**config.mk**
```make
export PLATFORM = sky130hd
export DESIGN_NAME = crtc_register_file_decode_core
export DESIGN_NICKNAME = d
export VERILOG_FILES = /design/src/crtc_rfd_pkg.sv /design/src/crtc_register_file_decode_core.sv
export SDC_FILE = /design/constraint.sdc
export NUM_CORES = 1
export LEC_CHECK = 0
export BUFFER_PORTS_ARGS = -buffer_cell sky130_fd_sc_hd__buf_4
export CAP_MARGIN = 0
export CORE_MARGIN = 1.5
export CORE_UTILIZATION = 45
export CTS_BUF_LIST = sky130_fd_sc_hd__clkbuf_8
export CTS_CLUSTER_DIAMETER = 120
export DETAILED_ROUTE_END_ITERATION = 8
export GPL_ROUTABILITY_DRIVEN = 0
export PLACE_DENSITY = 0.66
export SYNTH_ARGS = -nofsm -noshare
export SYNTH_HDL_FRONTEND = slang
export SYNTH_SLANG_ARGS = --single-unit
```
**constraint.sdc**
```tcl
create_clock -name i_clk -period 16.3 [get_ports i_clk]
set_input_delay 3.26 -clock i_clk [delete_from_list [all_inputs] [get_ports i_clk]]
set_output_delay 3.26 -clock i_clk [all_outputs]
set_load 0.02 [all_outputs]
```
**src/crtc_rfd_pkg.sv**
```systemverilog
`timescale 1ns / 1ps

package crtc_rfd_pkg;

    // register file geometry
    localparam int REG_COUNT = 18;
    localparam int REG_SEL_W = 5;
    localparam int REG_IDX_W = $clog2(REG_COUNT);

    // access kinds and port selects
    localparam logic FUNC_WRITE = 1'b0;
    localparam logic FUNC_READ  = 1'b1;
    localparam logic PORT_INDEX = 1'b0;
    localparam logic PORT_DATA  = 1'b1;

    // configuration register indexes
    localparam logic [1:0] CFG_CURSOR_ENABLE = 2'd0;
    localparam logic [1:0] CFG_DOUBLE_WIDTH  = 2'd1;
    localparam logic [1:0] CFG_VRAM_MASK     = 2'd2;

    // controller register numbers with decoded side effects
    localparam logic [REG_SEL_W-1:0] REG_H_DISPLAYED  = 5'd1;
    localparam logic [REG_SEL_W-1:0] REG_V_DISPLAYED  = 5'd6;
    localparam logic [REG_SEL_W-1:0] REG_MAX_SCAN     = 5'd9;
    localparam logic [REG_SEL_W-1:0] REG_CURSOR_START = 5'd10;
    localparam logic [REG_SEL_W-1:0] REG_CURSOR_END   = 5'd11;
    localparam logic [REG_SEL_W-1:0] REG_START_HI     = 5'd12;
    localparam logic [REG_SEL_W-1:0] REG_START_LO     = 5'd13;
    localparam logic [REG_SEL_W-1:0] REG_CURSOR_HI    = 5'd14;
    localparam logic [REG_SEL_W-1:0] REG_CURSOR_LO    = 5'd15;

    // cursor mode field codes (bits 6:5 of cursor start register)
    localparam logic [1:0] CUR_MODE_STEADY = 2'b00;
    localparam logic [1:0] CUR_MODE_OFF    = 2'b01;
    localparam logic [1:0] CUR_MODE_SLOW   = 2'b11;

    localparam logic [5:0] BLINK_FAST = 6'd16;
    localparam logic [5:0] BLINK_SLOW = 6'd32;

    // reset values of decoded settings
    localparam logic [8:0] RST_COLUMNS = 9'd80;
    localparam logic [7:0] RST_ROWS    = 8'd25;
    localparam logic [5:0] RST_HEIGHT  = 6'd8;
    localparam logic [4:0] RST_LAST    = 5'd7;

    localparam logic [7:0] READ_NONE = 8'hff;

    typedef logic [7:0] t_byte;

endpackage

```
**src/crtc_register_file_decode_core.sv**
```systemverilog
`timescale 1ns / 1ps

// crt controller register interface with decoded display settings
//
// input channel: one bus access per beat (i_func write/read, i_port index/data,
// i_data byte), handshake i_valid / o_stall. output channel: one result beat per
// input beat, handshake o_valid / i_stall, carrying the read byte and the
// decoded settings as they stand after that access.
// the result is registered and appears in the cycle after the input beat.
// throughput: one access per cycle while o_stall is low; the index register, the 18-entry register
// file and the decoded settings all update in the accepting cycle, the single
// output register is the only stage.
// stall: while a result waits and i_stall is high, o_stall is raised and the
// result with its settings holds; when the waiting result is taken in the same
// cycle a new beat may enter.
// reset (synchronous, active low): index and register file zero, 80 columns,
// 25 rows, height 8, cursor hidden, blinking, period 16, lines 0..7, addresses
// and size zero; configuration back to cursor enabled, single width, full mask.
// configuration writes take effect the next time the dependent register is
// written; already decoded settings are not recomputed.
module crtc_register_file_decode_core (
    input  logic        i_clk,
    input  logic        i_rst_n,
    // configuration write port
    input  logic        i_cfg_we,
    input  logic [1:0]  i_cfg_index,
    input  logic [15:0] i_cfg_data,
    // input channel
    input  logic        i_valid,
    output logic        o_stall,
    input  logic        i_func,
    input  logic        i_port,
    input  logic [7:0]  i_data,
    // output channel
    output logic        o_valid,
    input  logic        i_stall,
    output logic [7:0]  o_read_data,
    output logic [8:0]  o_text_columns,
    output logic [7:0]  o_text_rows,
    output logic [5:0]  o_char_height,
    output logic        o_cursor_visible,
    output logic        o_cursor_blink,
    output logic [5:0]  o_blink_period,
    output logic [4:0]  o_cursor_first_line,
    output logic [4:0]  o_cursor_last_line,
    output logic [15:0] o_start_address,
    output logic [11:0] o_cursor_address,
    output logic [16:0] o_video_size
);
    import crtc_rfd_pkg::*;

    // configuration
    logic        r_cursor_enable;
    logic        r_double_width;
    logic [15:0] r_vram_mask;

    // controller state
    t_byte       r_reg_index;
    t_byte       r_reg_file [REG_COUNT];
    t_byte       n_reg_file [REG_COUNT];
    t_byte       n_reg_index;

    // decoded settings, these drive the result fields directly
    logic [8:0]  r_columns, n_columns;
    logic [7:0]  r_rows, n_rows;
    logic [5:0]  r_height, n_height;
    logic        r_visible, n_visible;
    logic        r_blink, n_blink;
    logic [5:0]  r_period, n_period;
    logic [4:0]  r_first, n_first;
    logic [4:0]  r_last, n_last;
    logic [15:0] r_start, n_start;
    logic [11:0] r_cursor, n_cursor;
    logic [16:0] r_size, n_size;

    // result register
    logic        r_out_valid;
    t_byte       r_read_data, n_read_data;

    logic                 w_accept;
    logic [REG_SEL_W-1:0] w_sel;
    logic                 w_in_range;
    logic [REG_IDX_W-1:0] w_idx;
    logic [1:0]           w_mode;
    logic                 w_data_write;

    // a waiting result blocks input only while it is itself stalled
    assign o_stall  = r_out_valid && i_stall;
    assign w_accept = i_valid && !o_stall;

    assign w_sel        = r_reg_index[REG_SEL_W-1:0];
    assign w_in_range   = ({1'b0, w_sel} < (REG_SEL_W + 1)'(REG_COUNT));
    assign w_idx        = w_sel[REG_IDX_W-1:0];
    assign w_mode       = i_data[6:5];
    assign w_data_write = (i_func == FUNC_WRITE) && (i_port == PORT_DATA) && w_in_range;

    always_comb begin
        n_reg_index = r_reg_index;
        n_reg_file  = r_reg_file;
        n_columns   = r_columns;
        n_rows      = r_rows;
        n_height    = r_height;
        n_visible   = r_visible;
        n_blink     = r_blink;
        n_period    = r_period;
        n_first     = r_first;
        n_last      = r_last;
        n_start     = r_start;
        n_cursor    = r_cursor;
        n_read_data = READ_NONE;

        if (i_func == FUNC_WRITE) begin
            if (i_port == PORT_INDEX) begin
                n_reg_index = i_data;
            end else if (w_in_range) begin
                n_reg_file[w_idx] = i_data;
            end
        end else begin
            if (i_port == PORT_INDEX) begin
                n_read_data = r_reg_index;
            end else if (w_in_range) begin
                n_read_data = r_reg_file[w_idx];
            end
        end

        if (w_data_write) begin
            case (w_sel)
                REG_H_DISPLAYED: begin
                    n_columns = r_double_width ? {i_data, 1'b0} : {1'b0, i_data};
                end
                REG_V_DISPLAYED: begin
                    n_rows = i_data;
                end
                REG_MAX_SCAN: begin
                    n_height = {1'b0, i_data[4:0]} + 6'd1;
                end
                REG_CURSOR_START: begin
                    n_visible = (w_mode != CUR_MODE_OFF) && r_cursor_enable;
                    n_blink   = (w_mode != CUR_MODE_STEADY);
                    n_period  = (w_mode == CUR_MODE_SLOW) ? BLINK_SLOW : BLINK_FAST;
                    n_first   = i_data[4:0];
                end
                REG_CURSOR_END: begin
                    n_last = i_data[4:0];
                end
                REG_START_HI, REG_START_LO: begin
                    n_start = {n_reg_file[REG_IDX_W'(REG_START_HI)],
                               n_reg_file[REG_IDX_W'(REG_START_LO)]} & r_vram_mask;
                end
                REG_CURSOR_HI, REG_CURSOR_LO: begin
                    n_cursor = {n_reg_file[REG_IDX_W'(REG_CURSOR_HI)][3:0],
                                n_reg_file[REG_IDX_W'(REG_CURSOR_LO)]};
                end
                default: begin
                end
            endcase
        end

        // 9 x 8 product, exact in 17 bits
        n_size = r_size;
        if (w_data_write && ((w_sel == REG_H_DISPLAYED) || (w_sel == REG_V_DISPLAYED))) begin
            n_size = 17'(n_columns) * 17'(n_rows);
        end
    end

    always_ff @(posedge i_clk) begin
        if (!i_rst_n) begin
            r_cursor_enable <= 1'b1;
            r_double_width  <= 1'b0;
            r_vram_mask     <= 16'hffff;
        end else if (i_cfg_we) begin
            case (i_cfg_index)
                CFG_CURSOR_ENABLE: r_cursor_enable <= i_cfg_data[0];
                CFG_DOUBLE_WIDTH:  r_double_width  <= i_cfg_data[0];
                CFG_VRAM_MASK:     r_vram_mask     <= i_cfg_data;
                default: begin
                end
            endcase
        end
    end

    always_ff @(posedge i_clk) begin
        if (!i_rst_n) begin
            r_reg_index <= '0;
            for (int k = 0; k < REG_COUNT; k++) begin
                r_reg_file[k] <= '0;
            end
            r_columns   <= RST_COLUMNS;
            r_rows      <= RST_ROWS;
            r_height    <= RST_HEIGHT;
            r_visible   <= 1'b0;
            r_blink     <= 1'b1;
            r_period    <= BLINK_FAST;
            r_first     <= '0;
            r_last      <= RST_LAST;
            r_start     <= '0;
            r_cursor    <= '0;
            r_size      <= '0;
            r_out_valid <= 1'b0;
        end else begin
            if (w_accept) begin
                r_reg_index <= n_reg_index;
                r_reg_file  <= n_reg_file;
                r_columns   <= n_columns;
                r_rows      <= n_rows;
                r_height    <= n_height;
                r_visible   <= n_visible;
                r_blink     <= n_blink;
                r_period    <= n_period;
                r_first     <= n_first;
                r_last      <= n_last;
                r_start     <= n_start;
                r_cursor    <= n_cursor;
                r_size      <= n_size;
                r_out_valid <= 1'b1;
            end else if (!i_stall) begin
                r_out_valid <= 1'b0;
            end
        end
    end

    // read byte is payload only
    always_ff @(posedge i_clk) begin
        if (w_accept) begin
            r_read_data <= n_read_data;
        end
    end

    assign o_valid             = r_out_valid;
    assign o_read_data         = r_read_data;
    assign o_text_columns      = r_columns;
    assign o_text_rows         = r_rows;
    assign o_char_height       = r_height;
    assign o_cursor_visible    = r_visible;
    assign o_cursor_blink      = r_blink;
    assign o_blink_period      = r_period;
    assign o_cursor_first_line = r_first;
    assign o_cursor_last_line  = r_last;
    assign o_start_address     = r_start;
    assign o_cursor_address    = r_cursor;
    assign o_video_size        = r_size;

endmodule
```
==> flow_metrics.tcl <==
set metrics [dict create \
    status "finished, final reports clean" \
    relSlewSlack 0.166 \
    rsz0062_at_grt "no" \
    critPathCaptureType "flop" \
    cts_sinks 261 \
    layout_worst_path_cycle_share 0.566 \
    max-vdd-ir-drop_v 0.0000593 \
    p_per_area_nw_per_um2 91.1 \
    dr.pass1.iters 5 \
    clk_pin_slew_ps 60 \
    syn_inst 1489 \
    worstReg2RegStart "r_reg_index[1]" \
    tns_ps 0 \
    ant_nets 0 \
    place_area_um2 14700 \
    avgRoutedWirePerCell_um 19.1 \
    arrival_ps 9680 \
    crit_path_max_fanout 12 \
    cp-endpoint "o_video_size[16]" \
    worst_pin_slew_ps 1250 \
    via_per_inst 5.64 \
    drt_iter0_markers 877 \
    wl_mm 37.9 \
    rows 63 \
    stdcell_count 1983 \
    io_buffer_count 124 \
    cts_made_buffers 45 \
    crit_required_ps 16760 \
    synth_area_per_cell_um2 9.17 \
    ys.flop_type "dfxtp_1" \
    coreArea_um2 29700 \
    die_y_um 177 \
    yosys_warnings 0 \
    synth_edf_count 8 \
    clk_latency_ps 570 \
    grt_max_degree 131 \
    dr_total_vias 11200 \
    start_util 0.459 \
    r2r-end "o_video_size[16]" \
    synth-seq-area-share 0.389 \
    drive_gt1_frac 0.169 \
    grt_pass1_wl_mm 60.2 \
    hold_violations 0 \
    io_pins 129 \
    final-max-slew-violation-count 0 \
    post-route-cell-area_um2 15600 \
    antenna_cells 0 \
    htree_levels 2 \
    grtUsageTotal 0.244 \
    cap_violations 0 \
    yosys_register_bits 261 \
    clock.fmax_mhz 108 \
    cts_tree "yes" \
    post-route-min-period_ps 9220 \
    cts_setup_buffers 0 \
    cts_hold_buf 0 \
    ys_types 66 \
    die_area_um2 31400 \
    cts_buffer_depth 3 \
    ff2ff_setup_slack_ps 9130 \
    cts_resized 0 \
    setup_viol 0 \
    final_nets 1673 \
    path_class "primary input to flop" \
    hp-start "r_reg_file[125]" \
    grt_pass1_vias 10700 \
    synthArstFlopShare 0 \
    overflow 0 \
    dp.cells 1903 \
    drcViolationCount 0 \
    chipWidth_um 177 \
    final.setup_skew_ps 16.1 \
    p_leak_nw 6.55 \
    r2r_cells 17 \
    nFillCells 2786 \
    critPathLaunchType "primary input" \
    antenna_found_initial 0 \
    synth_area_um2 13600 \
    min_path_type "flop to flop" \
    area_growth_pct 14.5 \
    startpoint "i_func" \
    dp_hpwl_mm 25.2 \
    cts_root_buf "clkbuf_8" \
]
==> cell usage in the layout (no fill, tap or decap), types with 6 or more instances in the layout <==
cell       instances
nand3b_1          12
nand2b_1           9
a21oi_1          112
xor2_1             6
o221ai_1           7
inv_1             70
ha_1              38
or2_1             12
fa_1              42
dfxtp_1          251
mux4_2            33
a211oi_1          39
or3_1              6
clkbuf_8          57
nand2_1          195
nand3_1           91
buf_4            136
nor3_1            10
o211ai_1          10
a2bb2oi_1          7
o21ai_0           13
o22a_1             7
edfxtp_1           8
o21a_1            14
nor2_1           199
mux2i_4           11
mux2i_1          117
==> cell usage after synthesis (7+ instances only) <==
cell type,instances,area (um2)
nand2_1,195,732
nand3b_1,12,90.1
nand2b_1,9,56.3
nand3_1,91,455
mux2i_1,117,1170
o221ai_1,7,61.3
o21ai_0,13,65.1
inv_1,55,206
mux4_2,33,743
o211ai_1,10,75.1
nor3_1,10,50.1
dfxtp_1,253,5060
a211oi_1,39,293
a2bb2oi_1,7,61.3
nor2_1,199,747
fa_1,42,841
o21a_1,14,105
o22a_1,7,61.3
a21oi_1,112,561
ha_1,38,475
or2_1,12,75.1
mux2i_4,11,248
clkbuf_1,91,342
edfxtp_1,8,240
buf_2,10,50.1
==> metal layers <==
| layer | wire, um | vias up | global-route usage |
|---|---|---|---|
| li1 | - | 5282 | - |
| met1 | 16800 | 5461 | 0.339 |
| met2 | 17700 | 384 | 0.393 |
| met3 | 2690 | 57 | 0.0438 |
| met4 | 654 | 0 | 0.0572 |
| met5 | 0 | - | 0 |
==> how the worst min path moves through the flow <==
stage	to	depth (start not counted)
floorplan	r_reg_file[120]	2
global placement	r_reg_file[62]	2
detailed placement	r_reg_file[90]	2
CTS	r_reg_file[90]	2
global route	r_reg_file[107]	2
finish	r_reg_file[125]	2
==> per-stage QoR <==
step	hold WS (ps)	power, mW	worst slack [ps]	utilization
3_5_place_dp	445	0.827	6690	0.495
5_1_grt	468	1.48	6850	0.526
2_1_floorplan	433	0.782	7710	-
3_3_place_gp	439	0.825	6940	0.495
4_1_cts	453	1.43	7280	0.526
6_report	452	1.42	7080	0.526
==> flip-flops by register name (all words and copies together), names as in the netlist, 8 cells and up <==
register and count:
o_text_columns 9, o_read_data 8, o_cursor_address 12, o_text_rows 8, r_reg_file 144, r_reg_index 8, o_video_size 17, r_vram_mask 16
o_start_address 16
==> report_power, final <==
group	switching (mW)	internal (mW)	total, mW
sequential	0.00996	0.652	0.662
clock	0.277	0.332	0.608
combinational	0.0971	0.0555	0.153
==> final cells by class <==
type / count / area (um2) / share of cell area
clock buffer: 57 / 785 / 0.0502
clock inverter: 23 / 139 / 0.00889
inverter: 58 / 223 / 0.0143
multi-input combinational: 1058 / 7660 / 0.490
sequential: 261 / 5310 / 0.340
tap: 390 / 488 / 0.0312
timing repair buffer: 136 / 1020 / 0.0653
==> worst max-delay path, stage by stage <==
cell and delay, ps:
buf_4 130, or3b_1 570, or3_1 820, mux2i_2 590, nor2_1 120, fa_1 530
fa_1 530, fa_1 540, inv_1 50, fa_1 520, inv_1 40, ha_1 290
a211oi_1 360, o211ai_1 230, a2111oi_0 680, nor3_1 130, o31ai_1 270
==> kinds of logic (layout without fill, tap and decap cells) <==
logic type,after synthesis,in the layout,synth area share
buffers and inverters,173,274,0.0513
adders and majority gates,80,80,0.0965
AOI/OAI and AO/OA,234,234,0.110
and+or+nand+nor,563,563,0.182
xor gates and xnor gates,8,8,0.00513
other,1,4,0.000275
DFF,261,261,0.389
muxes,169,169,0.166
Note: power is estimated with default switching activity, not from simulation.
